### src/rtl/knob_pkg.sv
// shared widths, codes and reset values for the knob and click event decoder
package knob_pkg;

    localparam int TICK_W  = 10;
    localparam int TURN_W  = 3;
    localparam int CLICK_W = 2;
    localparam int CFG_IDX_W = 1;

    localparam logic [TICK_W-1:0] DEBOUNCE_RESET     = 10'd50;
    localparam logic [TICK_W-1:0] DOUBLE_CLICK_RESET = 10'd250;

    // register indexes on the configuration port
    localparam logic [CFG_IDX_W-1:0] REG_DEBOUNCE     = 1'd0;
    localparam logic [CFG_IDX_W-1:0] REG_DOUBLE_CLICK = 1'd1;

    // turn codes
    localparam logic [TURN_W-1:0] TURN_NONE     = 3'd0;
    localparam logic [TURN_W-1:0] TURN_VOL_DOWN = 3'd1;
    localparam logic [TURN_W-1:0] TURN_VOL_UP   = 3'd2;
    localparam logic [TURN_W-1:0] TURN_PREV     = 3'd3;
    localparam logic [TURN_W-1:0] TURN_NEXT     = 3'd4;

    // click codes
    localparam logic [CLICK_W-1:0] CLICK_NONE = 2'd0;
    localparam logic [CLICK_W-1:0] CLICK_PLAY = 2'd1;
    localparam logic [CLICK_W-1:0] CLICK_MUTE = 2'd2;

endpackage

### src/rtl/knob_and_click_event_decoder_unit.sv
// knob and click event decoder: encoder direction, debounced button and double click
//
// usage
//   input channel (s_valid/s_ready): one request per millisecond tick carrying
//   the sampled encoder lines a and b, the active-low button level and the
//   host link flag
//   result channel (m_valid/m_ready): exactly one request per input request,
//   carrying turn_key and click_key (zero means no event)
//   configuration: cfg_wr_en with cfg_index selects debounce_ticks (0) or
//   double_click_ticks (1); write only while no request is in flight
// timing
//   an accepted request sits one cycle in the input register, the decode runs
//   in a single pass from there into the result register, so the result is
//   offered from the next edge and taken two edges after acceptance at best;
//   one request per cycle is sustained as both registers move together
// reset
//   aresetn low empties both registers and restores the idle line state
//   (a high, button released, no window open) and the default tick counts
// stall
//   with m_ready low the result holds, the input register fills, then s_ready
//   drops until the result is taken
module knob_and_click_event_decoder_unit (
    input  logic                            aclk,
    input  logic                            aresetn,
    // configuration write port
    input  logic                            cfg_wr_en,
    input  logic [knob_pkg::CFG_IDX_W-1:0]  cfg_index,
    input  logic [knob_pkg::TICK_W-1:0]     cfg_wdata,
    // sample requests
    input  logic                            s_valid,
    output logic                            s_ready,
    input  logic                            s_a_level,
    input  logic                            s_b_level,
    input  logic                            s_key_level,
    input  logic                            s_link_up,
    // event requests
    output logic                            m_valid,
    input  logic                            m_ready,
    output logic [knob_pkg::TURN_W-1:0]     m_turn_key,
    output logic [knob_pkg::CLICK_W-1:0]    m_click_key
);
    import knob_pkg::*;

    // configuration registers
    logic [TICK_W-1:0] debounce_ticks_reg;
    logic [TICK_W-1:0] double_click_ticks_reg;

    // input register
    logic in_valid_reg;
    logic a_reg, b_reg, key_reg, link_reg;

    // decoder state
    logic              prev_a_reg,          prev_a_next;
    logic              prev_key_reg,        prev_key_next;
    logic              confirming_reg,      confirming_next;
    logic [TICK_W-1:0] confirm_count_reg,   confirm_count_next;
    logic              awaiting_second_reg, awaiting_second_next;
    logic [TICK_W-1:0] press_timer_reg,     press_timer_next;

    // result register
    logic               out_valid_reg;
    logic [TURN_W-1:0]  turn_key_reg,  turn_key_next;
    logic [CLICK_W-1:0] click_key_reg, click_key_next;

    logic advance;
    logic hit;
    logic right;
    logic [TICK_W-1:0] count_inc;
    logic [TICK_W:0]   elapsed;

    // the input register moves into the result register when that one is free
    assign advance = in_valid_reg && (!out_valid_reg || m_ready);
    assign s_ready = !in_valid_reg || advance;

    assign m_valid     = out_valid_reg;
    assign m_turn_key  = turn_key_reg;
    assign m_click_key = click_key_reg;

    always_ff @(posedge aclk) begin
        if (!aresetn) begin
            debounce_ticks_reg     <= DEBOUNCE_RESET;
            double_click_ticks_reg <= DOUBLE_CLICK_RESET;
        end else if (cfg_wr_en) begin
            case (cfg_index)
                REG_DEBOUNCE:     debounce_ticks_reg     <= cfg_wdata;
                REG_DOUBLE_CLICK: double_click_ticks_reg <= cfg_wdata;
                default: ;
            endcase
        end
    end

    // single-pass decode of the sample held in the input register
    always_comb begin
        prev_a_next          = a_reg;
        prev_key_next        = prev_key_reg;
        confirming_next      = confirming_reg;
        confirm_count_next   = confirm_count_reg;
        awaiting_second_next = awaiting_second_reg;
        press_timer_next     = press_timer_reg;
        turn_key_next        = TURN_NONE;
        click_key_next       = CLICK_NONE;
        hit                  = 1'b0;
        count_inc            = confirm_count_reg + 1'b1;
        elapsed              = {1'b0, press_timer_reg} + 1'b1;

        // direction: b unlike the previous a means a right turn
        right = (b_reg != prev_a_reg);
        if (a_reg != prev_a_reg) begin
            if (key_reg) begin
                turn_key_next = right ? TURN_VOL_UP : TURN_VOL_DOWN;
            end else begin
                turn_key_next = right ? TURN_NEXT : TURN_PREV;
            end
        end

        if (!link_reg) begin
            // link down: no events, click tracking frozen
            turn_key_next = TURN_NONE;
        end else begin
            // debounce
            if (!key_reg && prev_key_reg) begin
                confirm_count_next = '0;
                if (debounce_ticks_reg == '0) begin
                    confirming_next = 1'b0;
                    hit             = 1'b1;
                end else begin
                    confirming_next = 1'b1;
                end
            end else if (confirming_reg) begin
                if (key_reg) begin
                    confirming_next = 1'b0;
                end else begin
                    confirm_count_next = count_inc;
                    if (count_inc >= debounce_ticks_reg) begin
                        confirming_next = 1'b0;
                        hit             = 1'b1;
                    end
                end
            end

            // double-click window; expiry wins over a press on the same tick
            if (awaiting_second_reg) begin
                if (elapsed >= {1'b0, double_click_ticks_reg}) begin
                    click_key_next       = CLICK_MUTE;
                    awaiting_second_next = 1'b0;
                end else if (hit) begin
                    click_key_next       = CLICK_PLAY;
                    awaiting_second_next = 1'b0;
                    hit                  = 1'b0;
                end else begin
                    press_timer_next = elapsed[TICK_W-1:0];
                end
            end
            // a press not used as a second press opens a fresh window
            if (hit) begin
                awaiting_second_next = 1'b1;
                press_timer_next     = '0;
            end
            prev_key_next = key_reg;
        end
    end

    // control and state
    always_ff @(posedge aclk) begin
        if (!aresetn) begin
            in_valid_reg        <= 1'b0;
            out_valid_reg       <= 1'b0;
            prev_a_reg          <= 1'b1;
            prev_key_reg        <= 1'b1;
            confirming_reg      <= 1'b0;
            confirm_count_reg   <= '0;
            awaiting_second_reg <= 1'b0;
            press_timer_reg     <= '0;
        end else begin
            if (s_valid && s_ready) begin
                in_valid_reg <= 1'b1;
            end else if (advance) begin
                in_valid_reg <= 1'b0;
            end

            if (advance) begin
                out_valid_reg       <= 1'b1;
                prev_a_reg          <= prev_a_next;
                prev_key_reg        <= prev_key_next;
                confirming_reg      <= confirming_next;
                confirm_count_reg   <= confirm_count_next;
                awaiting_second_reg <= awaiting_second_next;
                press_timer_reg     <= press_timer_next;
            end else if (m_ready) begin
                out_valid_reg <= 1'b0;
            end
        end
    end

    // payload registers
    always_ff @(posedge aclk) begin
        if (s_valid && s_ready) begin
            a_reg    <= s_a_level;
            b_reg    <= s_b_level;
            key_reg  <= s_key_level;
            link_reg <= s_link_up;
        end
        if (advance) begin
            turn_key_reg  <= turn_key_next;
            click_key_reg <= click_key_next;
        end
    end

`ifndef NO_ASSERTIONS
    // with the link down no event leaves the block
    assert property (@(posedge aclk) disable iff (!aresetn)
        advance && !link_reg |=> m_turn_key == TURN_NONE && m_click_key == CLICK_NONE)
        else $error("event reported while link down");

    // with the link down the click tracking holds
    assert property (@(posedge aclk) disable iff (!aresetn)
        advance && !link_reg |=> $stable(awaiting_second_reg) && $stable(press_timer_reg)
            && $stable(prev_key_reg) && $stable(confirming_reg))
        else $error("click state moved while link down");

    // no turn without a change on line a
    assert property (@(posedge aclk) disable iff (!aresetn)
        advance && (a_reg == prev_a_reg) |=> m_turn_key == TURN_NONE)
        else $error("turn reported without an edge on a");

    // a play/pause always closes the window
    assert property (@(posedge aclk) disable iff (!aresetn)
        advance && click_key_next == CLICK_PLAY |=> !awaiting_second_reg)
        else $error("window still open after double click");

    // a click event needs an open window
    assert property (@(posedge aclk) disable iff (!aresetn)
        advance && !awaiting_second_reg |=> m_click_key == CLICK_NONE)
        else $error("click reported with no window open");
`endif

endmodule
### config.mk
export PLATFORM = sky130hd
export DESIGN_NAME = knob_and_click_event_decoder_unit
export DESIGN_NICKNAME = d
export VERILOG_FILES = /design/src/rtl/knob_pkg.sv /design/src/rtl/knob_and_click_event_decoder_unit.sv
export SDC_FILE = /design/constraint.sdc
export NUM_CORES = 1
export LEC_CHECK = 0
export CORE_MARGIN = 2
export CORE_UTILIZATION = 30
export DETAILED_ROUTE_END_ITERATION = 8
export DONT_BUFFER_PORTS = 1
export GPL_TIMING_DRIVEN = 0
export SYNTH_ARGS = -nofsm -noshare
export SYNTH_HDL_FRONTEND = slang
export SYNTH_SLANG_ARGS = --single-unit
### constraint.sdc
create_clock -name aclk -period 4.8 [get_ports aclk]
set_input_delay 0.72 -clock aclk [delete_from_list [all_inputs] [get_ports aclk]]
set_output_delay 0.72 -clock aclk [all_outputs]
set_load 0.05 [all_outputs]
=== After elaboration in Yosys (flattened, before gate mapping) ===
Index checks and enable logic that the tools add are counted.

* Flip-flop bits (word level): 55
* Input bits: 20
* Output and inout port bits: 7
* Logic and storage cells: 84

* Add/sub/neg operators: 2
* Magnitude comparators: 2
* Equal/unequal tests: 5
* Mux-type cells: 34
* Bitwise gates (word level): 3
* Reductions and logical operators: 21

{| class="wikitable"
|+ Operators by type and width
! cell !! count
|-
| 10-bit 2-to-1 mux || 7
|-
| 1-bit 2-to-1 mux || 23
|-
| 10-bit by 1-bit adder with 11-bit output (second input constant) || 1
|-
| 11-bit by 10-bit >= comparator with 1-bit output || 1
|-
| 10-bit by 1-bit adder with 10-bit output (second input constant) || 1
|-
| 10-bit >= comparator || 1
|-
| 10-bit zero test || 1
|-
| 2-bit AND reduction || 5
|-
| 2-bit nonzero test || 4
|-
| 3-bit 2-to-1 mux || 2
|-
| 2-bit by 1-bit inequality test with 1-bit output (second input constant) || 3
|-
| 5-bit AND reduction || 1
|-
| 2-bit 2-to-1 mux || 2
|-
| 4-bit AND reduction || 1
|-
| 1-bit logical AND || 3
|-
| 1-bit zero test || 3
|-
| 1-bit NOT || 3
|-
| 3-bit OR reduction || 1
|-
| 1-bit logical OR || 2
|-
| 1-bit inequality test || 2
|}

=== Logic depth before layout (Yosys ltp) ===
Gate-level depths: netlist of the first run.

* Word-level depth: 12
* Depth in mapped cells: 14
* Gate-level depth less buffers: 13

=== Least setup slack after synthesis of the first run ===
No wires, ideal clock.

* Path kind: reg-to-reg
* Start: register confirm_count_reg[0]
* End: register press_timer_reg[9]
* Library setup time: 0.074 ns
* Data arrival time: 3.027 ns
* Required time: 4.726 ns
* Path slack: 1.698 ns
* Stages on the path, launching flop included: 15
* Buffers on the path: 1
* Period minus slack after synthesis: 3.102 ns
* Cell sequence: dfxtp_1 > ha_1 > nand3_1 > nor2_1 > nand3_1 > xnor2_1 > ha_1 > o21ai_0 > nor2_1 > or4_4 > o211ai_4 > and2_1 > buf_6 > a32oi_1 > a31oi_1

* Word-level cells in the longest chain between the ends: 12
* Elaborated cells between the ends (all ways): 15
* Classes of those cells: 1 x add/sub; 1 x order compare; 2 x eq/ne; 9 x mux; 2 x reduce/logical

{| class="wikitable"
|+ Ends and longest elaborated chain
! element !! line !! text
|-
| start, declared || knob_and_click_event_decoder_unit.sv:56 || <nowiki>logic [TICK_W-1:0] confirm_count_reg, confirm_count_next;</nowiki>
|-
| start signal, assigned || knob_and_click_event_decoder_unit.sv:186 || <nowiki>confirm_count_reg <= confirm_count_next;</nowiki>
|-
| 10-bit by 1-bit adder with 10-bit output (*) || knob_and_click_event_decoder_unit.sv:103 || <nowiki>count_inc = confirm_count_reg + 1'b1;</nowiki>
|-
| 10-bit >= comparator (*) || knob_and_click_event_decoder_unit.sv:134 || <nowiki>if (count_inc >= debounce_ticks_reg) begin</nowiki>
|-
| 1-bit 2-to-1 mux (*) || knob_and_click_event_decoder_unit.sv:134 ||
|-
| 1-bit 2-to-1 mux (*) || knob_and_click_event_decoder_unit.sv:130 || <nowiki>if (key_reg) begin</nowiki>
|-
| 1-bit 2-to-1 mux (*) || knob_and_click_event_decoder_unit.sv:129 || <nowiki>end else if (confirming_reg) begin</nowiki>
|-
| 1-bit 2-to-1 mux (*) || knob_and_click_event_decoder_unit.sv:121 || <nowiki>if (!key_reg && prev_key_reg) begin</nowiki>
|-
| 1-bit 2-to-1 mux (*) || knob_and_click_event_decoder_unit.sv:116 || <nowiki>if (!link_reg) begin</nowiki>
|-
| 1-bit 2-to-1 mux || knob_and_click_event_decoder_unit.sv:143 || <nowiki>if (elapsed >= {1'b0, double_click_ticks_reg}) begin</nowiki>
|-
| 1-bit 2-to-1 mux || knob_and_click_event_decoder_unit.sv:142 || <nowiki>if (awaiting_second_reg) begin</nowiki>
|-
| 1-bit 2-to-1 mux || knob_and_click_event_decoder_unit.sv:116 ||
|-
| 2-bit by 1-bit inequality test with 1-bit output (no source line) or 2-bit nonzero test (tied branches) || n/a ||
|-
| 5-bit AND reduction (no source line) || n/a ||
|-
| end signal, assigned || knob_and_click_event_decoder_unit.sv:188 || <nowiki>press_timer_reg <= press_timer_next;</nowiki>
|-
| end, declared || knob_and_click_event_decoder_unit.sv:58 || <nowiki>logic [TICK_W-1:0] press_timer_reg, press_timer_next;</nowiki>
|}

Every way passes the cells marked *; elsewhere a longest branch is shown, timed or not. The select of a mux whose other input is x is not followed.
A chain may end at the register's enable or synchronous reset.

=== Worst setup path after layout of the first run ===
* Start: register press_timer_reg[0]
* End: register press_timer_reg[6]

* Word-level cells in the longest chain between the ends: 7
* Elaborated cells between the ends (all ways): 13
* Classes of those cells: 1 x add/sub; 1 x order compare; 2 x eq/ne; 7 x mux; 2 x reduce/logical

{| class="wikitable"
|+ Ends and longest elaborated chain
! element !! line !! text
|-
| 10-bit by 1-bit adder with 11-bit output (*) || knob_and_click_event_decoder_unit.sv:104 || <nowiki>elapsed = {1'b0, press_timer_reg} + 1'b1;</nowiki>
|-
| 11-bit by 10-bit >= comparator with 1-bit output || knob_and_click_event_decoder_unit.sv:143 ||
|-
| 1-bit 2-to-1 mux || knob_and_click_event_decoder_unit.sv:143 ||
|-
| 1-bit 2-to-1 mux || knob_and_click_event_decoder_unit.sv:142 ||
|-
| 1-bit 2-to-1 mux || knob_and_click_event_decoder_unit.sv:116 ||
|-
| 2-bit by 1-bit inequality test with 1-bit output (no source line) or 2-bit nonzero test (tied branches) || n/a ||
|-
| 5-bit AND reduction (no source line) || n/a ||
|}

Marked as above.

==> results of run 1 <==
==> path summary, 6_finish.rpt <==
path,from,end,depth (start not counted)
hold / removal,double_click_ticks_reg[8],double_click_ticks_reg[8],2
setup reg to reg,press_timer_reg[0],press_timer_reg[6],12
hold reg to reg,double_click_ticks_reg[8],double_click_ticks_reg[8],2
setup / recovery,press_timer_reg[0],press_timer_reg[6],12
==> kinds of logic (layout without fill, tap and decap cells) <==
family                   Yosys count  after routing
AO/OA/AOI/OAI                     92             92
XOR/XNOR                          18             18
adder cells (fa/ha/maj)           22             22
buffers and inverters             38             45
flip-flops                        55             55
multiplexers                       4              4
AND/OR/NAND/NOR                  124            124
==> metrics by stage <==
step / hold slack [ns] / cell area [sq um]
6_report: 0.4689 / 3284
5_1_grt: 0.4809 / 3284
4_1_cts: 0.4732 / 3284
3_5_place_dp: 0.4587 / 3202
3_3_place_gp: 0.4473 / 3202
2_1_floorplan: 0.4363 / 3035
==> metal layers <==
metal  track usage (%)  vias up  wire, um  share of wire (%)
met5                 0        -         0                  0
met4             3.048        0        53               0.78
met3             4.242        4       385                5.7
met2             20.03       50      2876                 42
met1             17.98     1155      3464                 51
li1                  -     1267         -                  -
==> worst max-delay path, cell delays in order (launching register included) <==
cell	delay (ns)
dfxtp_1	0.47
ha_1	0.30
nand3_2	0.15
or3_1	0.40
xnor2_1	0.25
ha_1	0.29
and3_1	0.19
a221o_1	0.29
a31oi_1	0.35
o21a_1	0.35
nand2_1	0.23
nor4_1	0.22
a2bb2oi_1	0.17
==> layout make-up <==
| cell class | instances | area share [%] |
|---|---|---|
| buffer | 12 | 1.638 |
| clock buffer | 5 | 2.095 |
| clock inverter | 2 | 0.4190 |
| inverter | 26 | 2.971 |
| multi-input combinational | 260 | 51.54 |
| sequential | 55 | 36.27 |
| tap | 133 | 5.067 |
==> power groups by stage <==
stage	Combinational [mW]	Sequential [mW]	Clock [mW]
6_report	0.0631	0.501	0.256
5_1_grt	0.0728	0.503	0.286
4_1_cts	0.0643	0.501	0.263
3_5_place_dp	0.0639	0.512	0
3_3_place_gp	0.0625	0.511	0
2_1_floorplan	0.0492	0.509	0
==> cells in the mapped netlist (6+ instances only) <==
master     n
nor2_1    19
xor2_1     8
nand3_1   12
nand2_1   49
o21ai_0    9
o21a_1     9
and3_1     8
edfxtp_1   9
ha_1      22
inv_1     25
and2_1     6
nor2b_1    6
dfxtp_1   46
o211ai_1  11
clkbuf_1  10
nor3_1     7
a21oi_1   29
a22oi_1    7
xnor2_1   10
==> cell usage in the layout, fill, tap and decap left out, types with 6 or more instances in the layout <==
cell type	count
nand2_1	49
a22oi_1	7
inv_1	25
clkbuf_1	10
ha_1	22
edfxtp_1	9
nor2_1	19
nor3_1	7
nor2b_1	6
and3_1	8
xor2_1	8
a21oi_1	29
nand3_1	12
and2_1	6
o211ai_1	11
xnor2_1	10
dfxtp_1	46
o21ai_0	9
o21a_1	9
==> results.toml, run 1 <==
[power_and_ir_drop]
power_frac_comb_pct = 7.7
power_leakage_nw = 1.318
p_clk_share_pct = 31.3
cellInternalPower_mw = 0.6068
p_sw_mw = 0.2135
peakVddDrop_mv = 0.1098
swShare_pct = 26.03
p_total_mw = 0.8203
cellPowerDensity_mw_per_mm2 = 249.8
power_frac_seq_pct = 61.1

[yosys]
netlist_area_sq_mm = 0.003035
synth-compound-area-share_pct = 20.40
syn_area_per_cell_sq_um = 8.599
muxShareOfSynthArea_pct = 1.319
synth-edff-count = 9
synth_top_family_by_area = "compound AO/OA/AOI/OAI gates"
synthAdderAreaFrac_pct = 9.068
synth_xor_area_share_pct = 5.194
synth-seq-cells = 55
yosys_warnings = 0
synthCells = 353
yosysUniqueCellTypes = 48
synth.top_cells.by_area = "dfxtp_1, ha_1, edfxtp_1, nand2_1, a21oi_1"
synth_area_leader_cell = "dfxtp_1"
syn_nets = 395
seq_area_frac_synth_pct = 39.24
synth_top_area_share_pct = 30.34
ys.flop_type = "dfxtp_1"
yosys.area_share.simple_pct = 19.79
async_flop_share_pct = 0

[placement]
dpl.cell_count = 486
gp_congestion = 0.8874
dpl_worst_slack_ns = 1.111
hpwl_um = 5111
io_buffers = 0

[timing]
setup-tns-final_ns = 0
finalCriticalPeriod_ns = 3.732
slew_violations = 0
setup_ws_ns = 1.068
worstMarginPinSlew_ns = 0.6618
slew_headroom_pct = 55.58
setup_viol_count_final = 0
fmax_mhz = 268.0
timing.final.crit_share_pct = 77.75
fin_worst_skew_ns = 0.01101
rsz0062_at_grt = "no"
finalHoldViolations = 0

[hold_path]
hold_class = "reg -> reg"

[clock_tree]
clock_path_buffers = 2
insertion_delay_ns = 0.31
path_clk_slew_ns = 0.10
cts-htree-levels = 2
cts_hold_buf = 0
cts_buffers = 5
cts.repair.resized = 0
clock-root-buffer = "clkbuf_8"
cts_sinks = 55
post_cts_buffers = 0
cts_tree = "yes"

[critical_path]
r2r_setup_slack_ns = 1.07
criticalPathCategory = "reg -> reg"
required_ns = 5.04
crit_fanout = 8
cp-start-kind = "flop"
worstSetupEndpointType = "flop"
cp.arrival_ns = 3.98

[floorplanning]
die_width_um = 104.6
start_util_pct = 30.91
core_region_area_sq_mm = 0.009819
chipHeight_um = 104.6
num_rows = 36
boundaryPins = 27
die_area_sq_mm = 0.01094

[route]
post-route-drc-count = 0
detail_route.iter0.violations = 108
detail-route-antenna-nets = 0
firstDrtPassIters = 4
vias = 2476
wire_per_inst_um = 13.75
viasPerCell = 5.022
drt_wl_total_um = 6780

[global_routing]
grt_max_degree = 17
grt-ovfl-total = 0
grt_util_all_layers_pct = 13.10
grt_pass1_wl_um = 11650
antenna_found_initial = 0
grt_pass1_vias = 2440

[cells_and_area]
drive_gt1_share_pct = 5.278
seq_area_sq_mm = 0.001191
n_fill_cell = 1059
final_core_util_pct = 33.45
layout.nets = 402
syn_to_final_growth_pct = 8.203
stdcell_count = 493
multi_input_area_sq_mm = 0.001693
antennaDiodeCount = 0

[job]
cap_violations = 0

[status]
status = "completed"
Note: power is estimated with default switching activity, not from simulation.
==> run 2, diff against run 1 <==
==> constraint.sdc (replaced) <==
create_clock -name aclk -period 3.6 [get_ports aclk]
set_input_delay 0.54 -clock aclk [delete_from_list [all_inputs] [get_ports aclk]]
set_output_delay 0.54 -clock aclk [all_outputs]
set_load 0.05 [all_outputs]
==> results.toml, run 2 (synthesis results as in run 1) <==
[status]
status = "completed"

[global_routing]
grt_max_degree = 17
grt-ovfl-total = 0
grt_pass1_wl_um = 11650
grt_util_all_layers_pct = 13.10
grt_pass1_vias = 2440
antenna_found_initial = 0

[timing]
fmax_mhz = 298.7
slew_headroom_pct = 52.43
fin_worst_skew_ns = 0.007903
worstMarginPinSlew_ns = 0.7088
finalCriticalPeriod_ns = 3.348
slew_violations = 0
rsz0062_at_grt = "no"
timing.final.crit_share_pct = 93.00
finalHoldViolations = 0
setup_viol_count_final = 0

[floorplanning]
die_width_um = 104.6
chipHeight_um = 104.6
core_region_area_sq_mm = 0.009819
num_rows = 36
die_area_sq_mm = 0.01094
start_util_pct = 30.91
boundaryPins = 27

[placement]
gp_congestion = 0.8874
hpwl_um = 5111
io_buffers = 0

[power_and_ir_drop]
power_frac_comb_pct = 7.8
power_frac_seq_pct = 60.9
cellInternalPower_mw = 0.8093
swShare_pct = 26.19
peakVddDrop_mv = 0.1458
power_leakage_nw = 1.332
cellPowerDensity_mw_per_mm2 = 326.9
p_clk_share_pct = 31.3
p_sw_mw = 0.2871
p_total_mw = 1.096

[route]
detail-route-antenna-nets = 0
wire_per_inst_um = 13.82
firstDrtPassIters = 4
vias = 2486
viasPerCell = 5.022
detail_route.iter0.violations = 100
post-route-drc-count = 0
drt_wl_total_um = 6842

[hold_path]
hold-path-endpoint = "b_reg"
hold_class = "in -> reg"
hold_path_depth = 0
min_from = "s_b_level"

[cells_and_area]
drive_gt1_share_pct = 9.116
most-common-layout-cells = "nand2_1, dfxtp_1, a21oi_1, inv_1, ha_1"
layout.nets = 404
final_core_util_pct = 34.16
antennaDiodeCount = 0
final_common_cell = "nand2_1"
syn_to_final_growth_pct = 10.51

[clock_tree]
cts_buffers = 5
cts_hold_buf = 0
cts_tree = "yes"
path_clk_slew_ns = 0.10
clock_path_buffers = 2
cts_sinks = 55
clock-root-buffer = "clkbuf_8"
insertion_delay_ns = 0.31
cts-htree-levels = 2

[critical_path]
required_ns = 3.84
crit_fanout = 8
cp-start-kind = "flop"
rr_worst_depth = 12
crit_family = "simple AND/OR/NAND/NOR gates"
timing.rr.start = "press_timer_reg[1]"
criticalPathCategory = "reg -> reg"
timing.rr.end = "press_timer_reg[6]"
worstSetupEndpointType = "flop"
path_cells = "ha_2 -> nand3_2 -> or3_1 -> xnor2_2 -> ha_1 -> and3_1 -> a221o_1 -> a31oi_2 -> o21a_2 -> nand2_2 -> nor4_2 -> a2bb2oi_1"
slowest_delay_ns = 0.43
crit_buf_inv = 0
cp.arrival_ns = 3.59
cp_slowest_cell = "or3_1"
r2r_setup_slack_ns = 0.25

[job]
cap_violations = 0
==> run 2: final cells by class <==
| class | instances | area (sq um) |
|---|---|---|
| multi-input cells | 260 | 1747 |
| well taps | 133 | 166.4 |
| inverters | 26 | 97.59 |
| clock inverters | 2 | 13.76 |
| clock buffers | 5 | 68.82 |
| plain buffers | 12 | 53.80 |
| flip-flops and latches | 55 | 1192 |
| repair buffers | 2 | 15.01 |
| fillers | 1056 | 6465 |
==> run 2: worst max path at each step <==
stage	to	from	depth (start not counted)
2_1_floorplan	press_timer_reg[9]	confirm_count_reg[0]	14
3_3_place_gp	press_timer_reg[6]	press_timer_reg[0]	12
3_5_place_dp	press_timer_reg[6]	press_timer_reg[0]	12
4_1_cts	press_timer_reg[6]	press_timer_reg[0]	12
5_1_grt	press_timer_reg[7]	confirm_count_reg[2]	14
6_report	press_timer_reg[6]	press_timer_reg[1]	12
==> run 2: metrics by stage <==
stage	instance area (sq um)	hold slack [ns]	cells	setup slack, ns	setup TNS, ns
after global routing	3354	0.2992	495	0.006994	0
after detailed placement	3202	0.4587	486	-0.08922	-0.08922
final	3354	0.3224	495	0.2519	0
after floorplan	3035	0.4363	353	0.4984	0
after global placement	3202	0.4473	486	-0.03241	-0.03241
after CTS	3292	0.3137	493	0.03938	0
==> run 2: layer usage <==
layer / GRT usage, % / part of all wire [%] / up-vias
li1: - / - / 1272
met1: 17.98 / 50 / 1165
met2: 20.03 / 43 / 47
met3: 4.242 / 6.2 / 2
met4: 3.048 / 0.57 / 0
met5: 0 / 0 / -
==> run 2: worst reg2reg max path: stages, from the launching register on <==
cell and delay [ns]:
dfxtp_1 0.40, ha_2 0.26, nand3_2 0.14, or3_1 0.43, xnor2_2 0.18, ha_1 0.30
and3_1 0.19, a221o_1 0.31, a31oi_2 0.26, o21a_2 0.28, nand2_2 0.15, nor4_2 0.20
a2bb2oi_1 0.18
==> run 2: what timing repair did <==
item,in CTS,in global routing
buffers inserted,0,2
gates resized for setup,2,12
setup endpoints to repair,1,11
pin swaps,0,1
==> run 2: power groups by stage <==
stage          Sequential (mW)  Clock [mW]  Combinational [mW]
3_5_place_dp             0.682           0              0.0852
6_report                 0.668       0.344              0.0851
2_1_floorplan            0.678           0              0.0656
3_3_place_gp             0.682           0              0.0833
4_1_cts                  0.668       0.351              0.0861
5_1_grt                  0.671       0.382              0.0979
==> run 3, diff against run 2 <==
--- a/config.mk
+++ b/config.mk
@@ -5,6 +5,7 @@
 export SDC_FILE = /design/constraint.sdc
 export NUM_CORES = 1
 export LEC_CHECK = 0
+export CORE_ASPECT_RATIO = 0.9
 export CORE_MARGIN = 2
 export CORE_UTILIZATION = 30
 export DETAILED_ROUTE_END_ITERATION = 8
==> results.toml, run 3 (synthesis results as in run 1) <==
[clock_tree]
cts_sinks = 55
cts_tree = "yes"
path_clk_slew_ns = 0.10
insertion_delay_ns = 0.32
clock_path_buffers = 2
clock-root-buffer = "clkbuf_8"
cts_buffers = 5
cts-htree-levels = 2

[cells_and_area]
most-common-layout-cells = "nand2_1, dfxtp_1, a21oi_1, inv_1, ha_1"
stdcell_count = 491
final_common_cell = "nand2_1"
antennaDiodeCount = 0
syn_to_final_growth_pct = 11.83
drive_gt1_share_pct = 9.589
layout.nets = 406

[critical_path]
crit_fanout = 9
worstSetupEndpointType = "flop"
path_cells = "nand3_2 -> nor2_4 -> and3_1 -> nand3_1 -> xnor2_1 -> ha_1 -> nand4_1 -> a211oi_1 -> or4_4 -> o211ai_4 -> and2_1 -> buf_6 -> a32oi_1 -> a31oi_1"
criticalPathCategory = "reg -> reg"
required_ns = 3.85
slowest_delay_ns = 0.47
cp.arrival_ns = 3.56
cp_slowest_cell = "or4_4"
cp-start-kind = "flop"

[route]
vias = 2555
detail_route.iter0.violations = 87
wire_per_inst_um = 14.53
post-route-drc-count = 0
detail-route-antenna-nets = 0
viasPerCell = 5.204
drt_wl_total_um = 7135
firstDrtPassIters = 4

[floorplanning]
num_rows = 34
core_region_area_sq_mm = 0.009742
die_width_um = 110.0
chipHeight_um = 99.43
start_util_pct = 31.16
die_area_sq_mm = 0.01094
boundaryPins = 27

[power_and_ir_drop]
swShare_pct = 25.96
power_frac_seq_pct = 59.3
cellPowerDensity_mw_per_mm2 = 331.9
power_frac_comb_pct = 7.8
peakVddDrop_mv = 0.1887
p_sw_mw = 0.2925
power_leakage_nw = 1.347
p_clk_share_pct = 32.9
cellInternalPower_mw = 0.8342

[hold_path]
hold_class = "in -> reg"

[global_routing]
grt_pass1_vias = 2409
grt_util_all_layers_pct = 13.70
antenna_found_initial = 0
grt-ovfl-total = 0
grt_max_degree = 17
grt_pass1_wl_um = 11700

[job]
cap_violations = 0

[placement]
dpl.cell_count = 479
gp_congestion = 0.8342
io_buffers = 0
hpwl_um = 5317

[timing]
fin_worst_skew_ns = 0.01106
fin_hold_ws_ns = 0.3115
fmax_mhz = 301.5
rsz0062_at_grt = "no"
worstMarginPinSlew_ns = 0.6934
finalCriticalPeriod_ns = 3.317
slew_headroom_pct = 53.46
finalHoldViolations = 0
timing.final.crit_share_pct = 92.14
slew_violations = 0
setup_viol_count_final = 0

[status]
status = "completed"
run 3: final timing paths:
check	startpoint	end	slack, ns	cells after the start
worst min-delay path	s_key_level	key_reg	0.31	0
worst max register to register	confirm_count_reg[2]	press_timer_reg[9]	0.28	14
worst max-delay path	confirm_count_reg[2]	press_timer_reg[9]	0.28	14
worst min register to register	double_click_ticks_reg[2]	double_click_ticks_reg[2]	0.46	2
run 3: layout make-up:
cell class	count	area [sq um]
sequential	55	1194
buffer	12	53.80
clock inverter	1	8.758
clock buffer	7	86.33
tap	126	157.7
timing repair buffer	3	22.52
inverter	26	97.59
multi-input combinational	261	1774
fill	1015	6347
run 3: layer usage:
| layer | part of all wire, % | track usage [%] | vias up | wire (um) |
|---|---|---|---|---|
| li1 | - | - | 1282 | - |
| met5 | 0 | 0 | - | 0 |
| met4 | 0.85 | 3.797 | 0 | 61 |
| met3 | 6.0 | 4.522 | 7 | 425 |
| met1 | 50 | 18.93 | 1219 | 3547 |
| met2 | 43 | 20.34 | 47 | 3101 |
run 3: timing repair:
action	CTS	global route
setup endpoints to repair	1	12
hold buffers	0	0
gates resized for setup	2	14
gates cloned	0	1
pin swaps	0	2
buffers inserted	0	3
run 3: power by group through the flow:
stage	clock network, mW	registers (mW)	logic (mW)
finish	0.371	0.668	0.0882
global placement	0	0.682	0.0831
floorplan	0	0.678	0.0656
global route	0.409	0.671	0.101
detailed placement	0	0.682	0.0854
CTS	0.387	0.668	0.0868
run 3: per-stage QoR:
step	power [mW]	area [sq um]	TNS (ns)	setup slack, ns	utilization (%)
after detailed placement	0.7677	3193	-0.07999	-0.07999	32.78
after global placement	0.7647	3193	-0.04742	-0.04742	32.78
final	1.127	3395	0	0.2829	34.84
after CTS	1.142	3296	0	0.04923	33.83
after floorplan	0.7440	3035	0	0.4984	-
after global routing	1.181	3395	0	0.04224	34.84
run 3: worst max-delay path: cells and delay by family (launching register included):
| family | cells | cell delay, ns |
|---|---|---|
| AOI/OAI and AO/OA | 4 | 0.63 |
| xor gates and xnor gates | 1 | 0.24 |
| adders and majority gates | 1 | 0.29 |
| buffers and inverters | 1 | 0.14 |
| DFF | 1 | 0.43 |
| and+or+nand+nor | 7 | 1.52 |
